==> config.mk <==
export PLATFORM = sky130hd
export DESIGN_NAME = container_header_scanner
export DESIGN_NICKNAME = d
export VERILOG_FILES = /design/src/hdl/chs_pkg.sv /design/src/hdl/chs_judge.sv /design/src/hdl/container_header_scanner.sv
export SDC_FILE = /design/constraint.sdc
export NUM_CORES = 2
export LEC_CHECK = 0
export BUFFER_PORTS_ARGS = -buffer_cell sky130_fd_sc_hd__buf_2
export CORE_ASPECT_RATIO = 1.2
export CORE_MARGIN = 2
export CORE_UTILIZATION = 55
export DETAILED_ROUTE_END_ITERATION = 8
export MAX_ROUTING_LAYER = met4
export PLACE_DENSITY_LB_ADDON = 0.05
export SLEW_MARGIN = 20
export SYNTH_ARGS = -nofsm -noshare
export SYNTH_HDL_FRONTEND = slang
export SYNTH_HIERARCHICAL = 1
export SYNTH_SLANG_ARGS = --single-unit
==> constraint.sdc <==
create_clock -name clk -period 25 [get_ports clk]
set_clock_uncertainty 0.1 [all_clocks]
set_input_delay 2.5 -clock clk [delete_from_list [all_inputs] [get_ports clk]]
set_output_delay 2.5 -clock clk [all_outputs]
set_load 0.01 [all_outputs]
==> src/hdl/chs_pkg.sv <==
// Shared types, constants and the CRC-32 function for the container header scanner.
// Used by chs_judge and container_header_scanner; depends on nothing else.
`timescale 1ns / 1ps
`default_nettype none

package chs_pkg;

    localparam int HDR_BYTES    = 28;
    localparam int CRC_SPAN     = 24;
    localparam int FOOTER_BYTES = 8;
    localparam int MAGIC_BYTES  = 8;

    // Field offsets inside the header.
    localparam int VERSION_AT = 8;
    localparam int HSIZE_AT   = 10;
    localparam int FLAGS_AT   = 12;
    localparam int TOTAL_AT   = 16;
    localparam int CRC_AT     = 24;

    localparam logic [15:0] HDR_VERSION = 16'd1;
    localparam logic [31:0] LEAST_TOTAL = 32'(HDR_BYTES + FOOTER_BYTES);
    localparam logic [31:0] CRC_POLY    = 32'hEDB88320;

    // Configuration register indexes.
    localparam logic [1:0] REG_MAGIC     = 2'd0;
    localparam logic [1:0] REG_IMAGE_LEN = 2'd1;
    localparam logic [1:0] REG_SIZE_CAP  = 2'd2;

    localparam logic [31:0] SIZE_CAP_RESET = 32'd16777216;

    typedef logic [1:0] status_t;

    // Status codes; ST_NONE doubles as not_found on the output.
    localparam status_t ST_VALID   = 2'd0;
    localparam status_t ST_TRUNC   = 2'd1;
    localparam status_t ST_BAD_CRC = 2'd2;
    localparam status_t ST_NONE    = 2'd3;

    // Element 0 is the oldest byte, the first byte of the candidate.
    typedef logic [HDR_BYTES-1:0][7:0] window_t;

    typedef struct packed {
        logic [63:0] magic_word;
        logic [31:0] image_length;
        logic [31:0] total_size_cap;
    } cfg_t;

    function automatic logic [31:0] crc32_byte(input logic [31:0] crc_in,
                                               input logic [7:0]  data);
        logic [31:0] c;
        c = crc_in ^ {24'd0, data};
        for (int b = 0; b < 8; b++) begin
            c = c[0] ? ((c >> 1) ^ CRC_POLY) : (c >> 1);
        end
        return c;
    endfunction

    function automatic logic [31:0] crc32_header(input window_t win);
        logic [31:0] c;
        c = 32'hFFFFFFFF;
        for (int i = 0; i < CRC_SPAN; i++) begin
            c = crc32_byte(c, win[i]);
        end
        return c ^ 32'hFFFFFFFF;
    endfunction

endpackage

`default_nettype wire

==> src/hdl/chs_judge.sv <==
// Header candidate check: magic, version, size, flag, total-size bounds and CRC-32.
// Pure combinational; depends on chs_pkg.
`timescale 1ns / 1ps
`default_nettype none

module chs_judge (
    input  var chs_pkg::window_t win,
    input  var logic [31:0]      offset,
    input  var chs_pkg::cfg_t    cfg,
    output var chs_pkg::status_t verdict
);
    import chs_pkg::*;

    logic        magic_ok;
    logic        plausible;
    logic [15:0] version;
    logic [15:0] hsize;
    logic [31:0] total;
    logic [31:0] stored_crc;
    logic [31:0] avail;
    logic        truncated;

    always_comb
    begin
        magic_ok = 1'b1;
        for (int k = 0; k < MAGIC_BYTES; k++) begin
            if (win[k] != cfg.magic_word[8*k +: 8]) begin
                magic_ok = 1'b0;
            end
        end
    end

    assign version    = {win[VERSION_AT+1], win[VERSION_AT]};
    assign hsize      = {win[HSIZE_AT+1], win[HSIZE_AT]};
    assign total      = {win[TOTAL_AT+3], win[TOTAL_AT+2], win[TOTAL_AT+1], win[TOTAL_AT]};
    assign stored_crc = {win[CRC_AT+3], win[CRC_AT+2], win[CRC_AT+1], win[CRC_AT]};

    assign plausible = magic_ok && (version == HDR_VERSION)
                    && (hsize == 16'(HDR_BYTES)) && win[FLAGS_AT][0];

    // Past the end of the image no bytes are left at all.
    assign avail = (offset <= cfg.image_length) ? (cfg.image_length - offset) : 32'd0;

    assign truncated = (total > cfg.total_size_cap) || (total > avail)
                    || (total < LEAST_TOTAL);

    always_comb
    begin
        if (!plausible) begin
            verdict = ST_NONE;
        end else if (truncated) begin
            verdict = ST_TRUNC;
        end else if (crc32_header(win) != stored_crc) begin
            verdict = ST_BAD_CRC;
        end else begin
            verdict = ST_VALID;
        end
    end

endmodule

`default_nettype wire

==> src/hdl/container_header_scanner.sv <==
// Top level of the container header scanner: byte window, scan state and result register.
// Depends on chs_pkg and chs_judge.
`timescale 1ns / 1ps
`default_nettype none

// Each accepted item enters the window register; any result goes to the result register.
// Throughput: one item per cycle unless a held result stalls; the window check and the
// 24-byte CRC are a single combinational stage between the window and result registers.
// Reset (rst_n, asynchronous, active low) clears the scan state and loads the register
// defaults: magic_word 0, image_length 0, total_size_cap 16777216.
module container_header_scanner (
    input  var logic        clk,
    input  var logic        rst_n,
    // Configuration write port.
    input  var logic        cfg_we,
    input  var logic [1:0]  cfg_index,
    input  var logic [63:0] cfg_data,
    // Input stream.
    input  var logic        s_tvalid,
    output var logic        s_tready,
    input  var logic [7:0]  s_tdata,   // data_byte [7:0]
    input  var logic        s_tlast,   // last_byte
    // Result stream.
    output var logic        m_tvalid,
    input  var logic        m_tready,
    output var logic [31:0] m_tdata,   // found_offset [31:0]
    output var logic [1:0]  m_tuser    // scan_status [1:0]
);
    import chs_pkg::*;

    // Configuration registers.
    cfg_t cfg_reg;

    always_ff @(posedge clk or negedge rst_n)
    begin
        if (!rst_n) begin
            cfg_reg.magic_word     <= '0;
            cfg_reg.image_length   <= '0;
            cfg_reg.total_size_cap <= SIZE_CAP_RESET;
        end else if (cfg_we) begin
            unique case (cfg_index)
                REG_MAGIC:     cfg_reg.magic_word     <= cfg_data;
                REG_IMAGE_LEN: cfg_reg.image_length   <= cfg_data[31:0];
                REG_SIZE_CAP:  cfg_reg.total_size_cap <= cfg_data[31:0];
                default: ;
            endcase
        end
    end

    // The window register itself is the pending stage: the item that was last accepted
    // is judged while it sits here. The window only shifts when that judgment is taken
    // into the result logic, so a stalled result holds the window as well.
    window_t     window_reg;
    logic [31:0] count_reg;
    logic        pend_valid_reg;
    logic        item_last_reg;   // last_byte of the item most recently accepted

    logic in_fire;
    logic pend_fire;

    assign pend_fire = pend_valid_reg && (!m_tvalid || m_tready);
    assign s_tready  = !pend_valid_reg || !m_tvalid || m_tready;
    assign in_fire   = s_tvalid && s_tready;

    always_ff @(posedge clk)
    begin
        if (in_fire) begin
            window_reg <= {s_tdata, window_reg[HDR_BYTES-1:1]};
        end
    end

    // After the last byte of an image the count restarts, so the next item is byte one.
    always_ff @(posedge clk or negedge rst_n)
    begin
        if (!rst_n) begin
            count_reg      <= '0;
            item_last_reg  <= 1'b0;
            pend_valid_reg <= 1'b0;
        end else begin
            if (in_fire) begin
                count_reg     <= item_last_reg ? 32'd1 : count_reg + 32'd1;
                item_last_reg <= s_tlast;
            end
            if (in_fire) begin
                pend_valid_reg <= 1'b1;
            end else if (pend_fire) begin
                pend_valid_reg <= 1'b0;
            end
        end
    end

    // Candidate check on the current window.
    logic [31:0] offset;
    status_t     verdict;
    logic        window_full;

    assign window_full = count_reg >= 32'(HDR_BYTES);
    assign offset      = count_reg - 32'(HDR_BYTES);

    chs_judge u_judge (
        .win     (window_reg),
        .offset  (offset),
        .cfg     (cfg_reg),
        .verdict (verdict)
    );

    // Scan state across one image.
    logic        reported_reg;
    logic        have_corrupt_reg;
    logic        corrupt_crc_reg;   // 1 bad_crc, 0 truncated
    logic [31:0] corrupt_offset_reg;

    logic        checked;
    logic        found;
    logic        note_corrupt;
    logic        have_corrupt_next;
    logic        corrupt_crc_next;
    logic [31:0] corrupt_offset_next;
    logic        res_valid;
    status_t     res_status;
    logic [31:0] res_offset;

    always_comb
    begin
        checked      = !reported_reg && window_full;
        found        = checked && (verdict == ST_VALID);
        note_corrupt = checked && !have_corrupt_reg
                    && ((verdict == ST_TRUNC) || (verdict == ST_BAD_CRC));

        have_corrupt_next   = have_corrupt_reg || note_corrupt;
        corrupt_crc_next    = note_corrupt ? (verdict == ST_BAD_CRC) : corrupt_crc_reg;
        corrupt_offset_next = note_corrupt ? offset : corrupt_offset_reg;

        // A valid header is reported at once. At the end of the image, unless a valid
        // header was already reported, the first corrupt one (possibly noted on this very
        // byte) is reported, or not_found with offset zero.
        res_valid  = 1'b0;
        res_status = ST_VALID;
        res_offset = offset;
        if (found) begin
            res_valid = 1'b1;
        end else if (item_last_reg && !reported_reg) begin
            res_valid = 1'b1;
            if (have_corrupt_next) begin
                res_status = corrupt_crc_next ? ST_BAD_CRC : ST_TRUNC;
                res_offset = corrupt_offset_next;
            end else begin
                res_status = ST_NONE;
                res_offset = '0;
            end
        end
    end

    always_ff @(posedge clk or negedge rst_n)
    begin
        if (!rst_n) begin
            reported_reg       <= 1'b0;
            have_corrupt_reg   <= 1'b0;
            corrupt_crc_reg    <= 1'b0;
            corrupt_offset_reg <= '0;
        end else if (pend_fire) begin
            if (item_last_reg) begin
                reported_reg       <= 1'b0;
                have_corrupt_reg   <= 1'b0;
                corrupt_crc_reg    <= 1'b0;
                corrupt_offset_reg <= '0;
            end else begin
                reported_reg       <= reported_reg || found;
                have_corrupt_reg   <= have_corrupt_next;
                corrupt_crc_reg    <= corrupt_crc_next;
                corrupt_offset_reg <= corrupt_offset_next;
            end
        end
    end

    // Result register.
    logic        out_valid_reg;
    status_t     out_status_reg;
    logic [31:0] out_offset_reg;

    always_ff @(posedge clk or negedge rst_n)
    begin
        if (!rst_n) begin
            out_valid_reg <= 1'b0;
        end else if (pend_fire && res_valid) begin
            out_valid_reg <= 1'b1;
        end else if (m_tready) begin
            out_valid_reg <= 1'b0;
        end
    end

    always_ff @(posedge clk)
    begin
        if (pend_fire && res_valid) begin
            out_status_reg <= res_status;
            out_offset_reg <= res_offset;
        end
    end

    assign m_tvalid = out_valid_reg;
    assign m_tdata  = out_offset_reg;
    assign m_tuser  = out_status_reg;

endmodule

`default_nettype wire
* Word-level counts from Yosys, hierarchy flattened
Index checks and enable logic that the tools add are counted.
** Storage, ports and cells
- Register bits :: 456
- Word-level logic and storage cells :: 535
** Cells by class
- Add/sub/neg operators :: 3
- Magnitude comparators :: 5
- Eq/ne operators :: 15
- Multiplexer cells :: 222
- Bitwise operators :: 218
- Reductions and logical operators :: 31
** Operators by type and width (number)
- $mux 32 :: 199
- $not 13->14 :: 192
- $xor 32x8->32 :: 23
- $gt 32x32->1 :: 2
- $ne 8x8->1 :: 8
- $add 32x1->32 const B :: 1
- $ge 32x5->1 const B :: 1
- $le 32x32->1 :: 1
- $lt 32x6->1 const B :: 1
- $ne 32x32->1 :: 1
- $not 32->32 :: 1
- $not 8->32 :: 1
- $sub 32x32->32 :: 1
- $sub 32x5->32 const B :: 1
- $mux 1 :: 18
- $eq 16x1->1 const B :: 1
- $eq 16x5->1 const B :: 1
- $logic_and 1x1->1 :: 11
- $mux 2 :: 5
- $logic_or 1x1->1 :: 8
- $reduce_and 2->1 :: 3
- $eq 2x1->1 const B :: 2
- $eq 2x2->1 const B :: 2
- $logic_not 1->1 :: 4
- other kinds (4) :: 6

* Logic depth before layout (Yosys ltp)
- Depth in word-level cells :: 420
- Depth in mapped cells :: 57
- Depth with buffers taken out :: 55

* Hierarchy
The synthesis kept the hierarchy.
** Modules (own cells, without submodules)
- chs_judge :: instances 1, cells an instance 2187, area an instance 27986.8 µm², sequential area each 0.0 µm²
- container_header_scanner :: instances 1, cells an instance 993, area an instance 16827.4 µm², sequential area each 12703.4 µm²

* Least setup slack after synthesis
Ideal clock, no wire load.
- Path type :: reg-to-reg
- From :: register window_reg[4] in the netlist's numbering
- To :: register out_offset_reg[0] (netlist: m_tdata[0]), enable pin
- Data arrival time :: 17.799 ns
- Data required time :: 24.432 ns
- Path slack :: 6.634 ns
- Stages on the path, launching flop included :: 44
- Buffers on the path :: 2
- Period minus slack after synthesis :: 18.366 ns
- Cells stage by stage :: edfxtp_1 buf_2 xnor2_1 xnor3_2 xor2_2 xor3_1 buf_6 xnor3_2 xor2_1 xnor3_1 xnor3_1 xnor3_2 xnor3_1 xnor3_1 xnor3_1 xnor3_2 xnor3_4 xnor3_1 [... 8 more ...] xnor3_2 xor2_4 xnor3_2 xor2_2 xor2_2 xor3_4 xnor3_1 xnor3_4 xnor2_1 xnor3_1 mux2i_1 a2111oi_0 o2111a_1 a41oi_1 inv_1 ha_1 a21oi_1 nor3_1
** Between the ends
- Longest elaborated chain between the ends :: 303
- Elaborated cells between the ends (all ways) :: 424
- Classes of those cells :: eq/ne (2); mux (204); bitwise (212); reduce/logical (6)
** RTL lines
- from (decl) :: line container_header_scanner.sv:53 : window_t window_reg;
- from (signal assigned) :: line container_header_scanner.sv:68 : window_reg <= {s_tdata, window_reg[HDR_BYTES-1:1]};
- $not 8->32 (no source line)
- $mux 32 (5 in a row) :: line chs_pkg.sv:53 : c = c[0] ? ((c >> 1) ^ CRC_POLY) : (c >> 1);
- $not 13->14 (no source line)
- $mux 32 :: line chs_pkg.sv:53
- $not 13->14 (no source line)
- $mux 32 (2 in a row) :: line chs_pkg.sv:53
- $xor 32x8->32 :: line chs_pkg.sv:51 : c = crc_in ^ {24'd0, data};
- $not 13->14 (no source line)
- [... 283 more ...]
- $mux 2 :: line chs_judge.sv:53 : end else if (crc32_header(win) != stored_crc) begin
- $mux 2 :: line chs_judge.sv:51 : end else if (truncated) begin
- $mux 2 * :: line chs_judge.sv:49 : if (!plausible) begin
- net verdict[1] :: line container_header_scanner.sv:94 : status_t verdict;
- $logic_not 2->1 * :: line container_header_scanner.sv:126 : found = checked && (verdict == ST_VALID);
- $logic_and 1x1->1 * :: line container_header_scanner.sv:126
- $mux 1 * :: line container_header_scanner.sv:140 : if (found) begin
- $logic_and 1x1->1 * :: line container_header_scanner.sv:194 : if (pend_fire && res_valid) begin
- to (signal assigned) :: line container_header_scanner.sv:196 : out_offset_reg <= res_offset;
- to (decl) :: line container_header_scanner.sv:179 : logic [31:0] out_offset_reg;
Mark *: on every way through the listed nets, which the timed path passes. The rest lies on a longest branch.
A chain may end at the register's enable or synchronous reset.

* Worst setup path in the final report
- From :: register window_reg[8] in the netlist's numbering
- To :: register corrupt_offset_reg[25]
** Between the ends
- Longest elaborated chain between the ends :: 294
- Elaborated cells between the ends (all ways) :: 412
- Classes of those cells :: eq/ne (4); mux (196); bitwise (207); reduce/logical (5)
** RTL lines
- $xor 32x8->32 :: line chs_pkg.sv:51
- $mux 32 :: line chs_pkg.sv:53
- $not 13->14 (no source line)
- $mux 32 :: line chs_pkg.sv:53
- $not 13->14 (no source line)
- $mux 32 (2 in a row) :: line chs_pkg.sv:53
- $not 13->14 (no source line)
- $mux 32 :: line chs_pkg.sv:53
- [... 278 more ...]
- $mux 2 :: line chs_judge.sv:51
- $mux 2 * :: line chs_judge.sv:49
- net verdict[1] :: line container_header_scanner.sv:94
- $eq 2x1->1 or $eq 2x2->1 (tied branches) :: line container_header_scanner.sv:128 : && ((verdict == ST_TRUNC) || (verdict == ST_BAD_CRC));
- $logic_or 1x1->1 * :: line container_header_scanner.sv:128
- $logic_and 1x1->1 * :: line container_header_scanner.sv:128
- $mux 32 * :: line container_header_scanner.sv:132 : corrupt_offset_next = note_corrupt ? offset : corrupt_offset_reg;
- $mux 32 * :: line container_header_scanner.sv:162 : if (item_last_reg) begin
- to (signal assigned) :: line container_header_scanner.sv:171 : corrupt_offset_reg <= corrupt_offset_next;
- to (decl) :: line container_header_scanner.sv:111 : logic [31:0] corrupt_offset_reg;
Marks and branches as above.

==> flow_metrics.env <==
export IMPL_synth_area_leaders="xnor3_1 23%, edfxtp_1 17%, xnor2_1 13%"
export IMPL_synth_largest_area_cell="xnor3_1"
export IMPL_area_delta_synth_final_pct=7.58
export IMPL_synth_most_common_cell="xnor2_1"
export IMPL_gp_congestion=0.998
export IMPL_ios=116
export IMPL_postCtsResizedCells=0
export IMPL_clk_insertion_delay_late_ns=0.63
export IMPL_clkTransAtPathRegs_ns=0.07
export IMPL_wire_per_inst_um=28.8
export IMPL_ff_latch_area_um2=12700
export IMPL_cts_root_buf="clkbuf_16"
export IMPL_multi_input_area_um2=31200
export IMPL_antenna_found_initial=8
export IMPL_die_h_um=317
export IMPL_overflow=0
export IMPL_largest_reg_flops=224
export IMPL_cts_setup_buffers=0
export IMPL_drc=0
export IMPL_first_global_vias=27200
export IMPL_fillerInstances=6289
export IMPL_ys_seq_area_share_pct=28.3
export IMPL_synth_main_ff_cell="edfxtp_1"
export IMPL_cp_arrival_ns=21.15
export IMPL_track_usage_pct=31.5
export IMPL_fmax_ghz=0.0482
export IMPL_grt_pass1_wl_um=186000
export IMPL_path_class="reg2reg"
export IMPL_post_synth_cell_area_avg_um2=14.1
export IMPL_path_max_fanout=20
export IMPL_final_period_utilization_pct=82.9
export IMPL_synthCells=3180
export IMPL_synth_top_area_share_pct=23.3
export IMPL_finalSetupViolCount=0
export IMPL_finalNonFillerCells=4380
export IMPL_grt_max_degree=91
export IMPL_holdBufCountCts=0
export IMPL_hold_class="reg2reg"
export IMPL_core_um2=80600
export IMPL_cts_tree="done"
export IMPL_firstDrtPassIters=7
export IMPL_fin_nets=3470
export IMPL_dieArea_um2=83800
export IMPL_synth_edf_count=258
export IMPL_slowest_delay_ns=0.88
export IMPL_relSlewSlack_pct=23.3
export IMPL_max_slew_worst_pin_slew_ns=1.14
export IMPL_pre_cts_ws_ns=4.38
export IMPL_die_w_um=265
export IMPL_run_status="completed"
export IMPL_portBuffers=115
export IMPL_drt_wl_total_um=126000
export IMPL_via_count=25300
export IMPL_drt_iter0_markers=1792
export IMPL_h_tree_depth=2
export IMPL_cp_required_ns=25.43
export IMPL_rows=114
export IMPL_hold_viol=0
export IMPL_async_reset_ff_share_pct=43.4
export IMPL_cp_slowest_cell="xnor2_2"
export IMPL_clk_path_buf_depth=3
export IMPL_antenna_left=0
export IMPL_rsz0062_at_grt="no"
export IMPL_yosys_warnings=6
export IMPL_synth_nets=3362
export IMPL_maxCapViolCount=0
export IMPL_ys_top_cells_by_count="656 x xnor2_1, 463 x xnor3_1, 273 x xor2_1"
export IMPL_critPathCaptureType="flop"
export IMPL_dp_cells=4280
export IMPL_cts_sinks=456
export IMPL_avgViaCountPerCell=5.78
export IMPL_synth_area_um2=44800
export IMPL_fin_setup_tns_ns=0
export IMPL_dpl_hpwl_um=102000
export IMPL_start_kind="flop"
export IMPL_period_minus_slack_ns=20.73
export IMPL_slew_viol_final=0
export IMPL_cts_made_buffers=50
export IMPL_ys_ff_latch=456
export IMPL_drive_above_1_share_pct=16.8
export IMPL_cpMostUsedCell="xnor3_1"
export IMPL_start_util_pct=55.6
export IMPL_place_area_um2=46400
export IMPL_design_area_um2=48200
export IMPL_final_setup_worst_slack_ns=4.27
export IMPL_synth_cell_type_count=75
==> kinds of logic after synthesis <==
family	share of synthesized area, %
adder cells (fa/ha/maj)	2.86
XOR/XNOR	54.8
flip-flops	28.3
buffers and inverters	2.01
AND/OR/NAND/NOR	4.21
multiplexers	3.33
AO/OA/AOI/OAI	4.45
==> layer usage <==
layer | track usage (%) | share of wire [%] | up-vias
li1 | - | - | 11500
met1 | 36.4 | 38 | 13000
met2 | 57.8 | 54 | 703
met3 | 2.71 | 3.8 | 193
met4 | 10.8 | 3.8 | 0
met5 | - | 0 | -
==> placed cells by master, fill, tap and decap left out, drive strengths merged, types with 10 or more instances in the layout <==
master	n
xnor3	523
xnor2	742
buf	127
edfxtp	258
a21oi	58
a22o	25
nor2b	21
xor3	99
a21o	30
nand2b	20
xor2	302
nand4	40
clkinv	12
and2	10
ha	101
mux2	129
and3	18
clkbuf	70
o2bb2ai	45
nor4	30
inv	142
nor2	47
a21boi	10
dfrtp	197
nor3	25
nand3	26
nand2	59
or3	19
o21ai	64
==> worst max-delay path: cells and delay by family (launching register included) <==
kind,cells,cell delay (ns)
XOR/XNOR,33,17.06
adder cells (fa/ha/maj),1,0.14
buffers and inverters,1,0.11
flip-flops,1,0.64
AO/OA/AOI/OAI,4,1.30
AND/OR/NAND/NOR,3,1.10
multiplexers,1,0.13
==> cell type report <==
class	count	area share, %
clock buffers	69	2.96
inverters	136	1.07
flip-flops and latches	456	26.4
clock inverters	25	0.698
multi-input cells	2516	64.8
diodes	6	0.0311
well taps	1044	2.71
repair buffers	128	1.41
==> path summary, 6_finish.rpt <==
path                       cells past startpoint       startpoint  slack [ns]                     end
hold reg to reg                                0  window_reg[114]        0.36         window_reg[106]
max in group asynchronous                      3            rst_n       20.84              cfg_reg[2]
min in group asynchronous                      1            rst_n        1.79           count_reg[26]
setup reg to reg                              43    window_reg[8]        4.27  corrupt_offset_reg[25]
hold / removal                                 0  window_reg[114]        0.36         window_reg[106]
setup / recovery                              43    window_reg[8]        4.27  corrupt_offset_reg[25]
==> per-stage QoR <==
stage	util, %	hold WS (ns)
6_report	59.8	0.364
5_1_grt	59.8	0.386
4_1_cts	59.8	0.367
3_5_place_dp	57.6	0.346
3_3_place_gp	57.6	0.344
2_1_floorplan	-	0.321
Power is left out: the tool's default activity adds up to more than one toggle a clock period on the data nets, which glitch-free logic cannot reach.
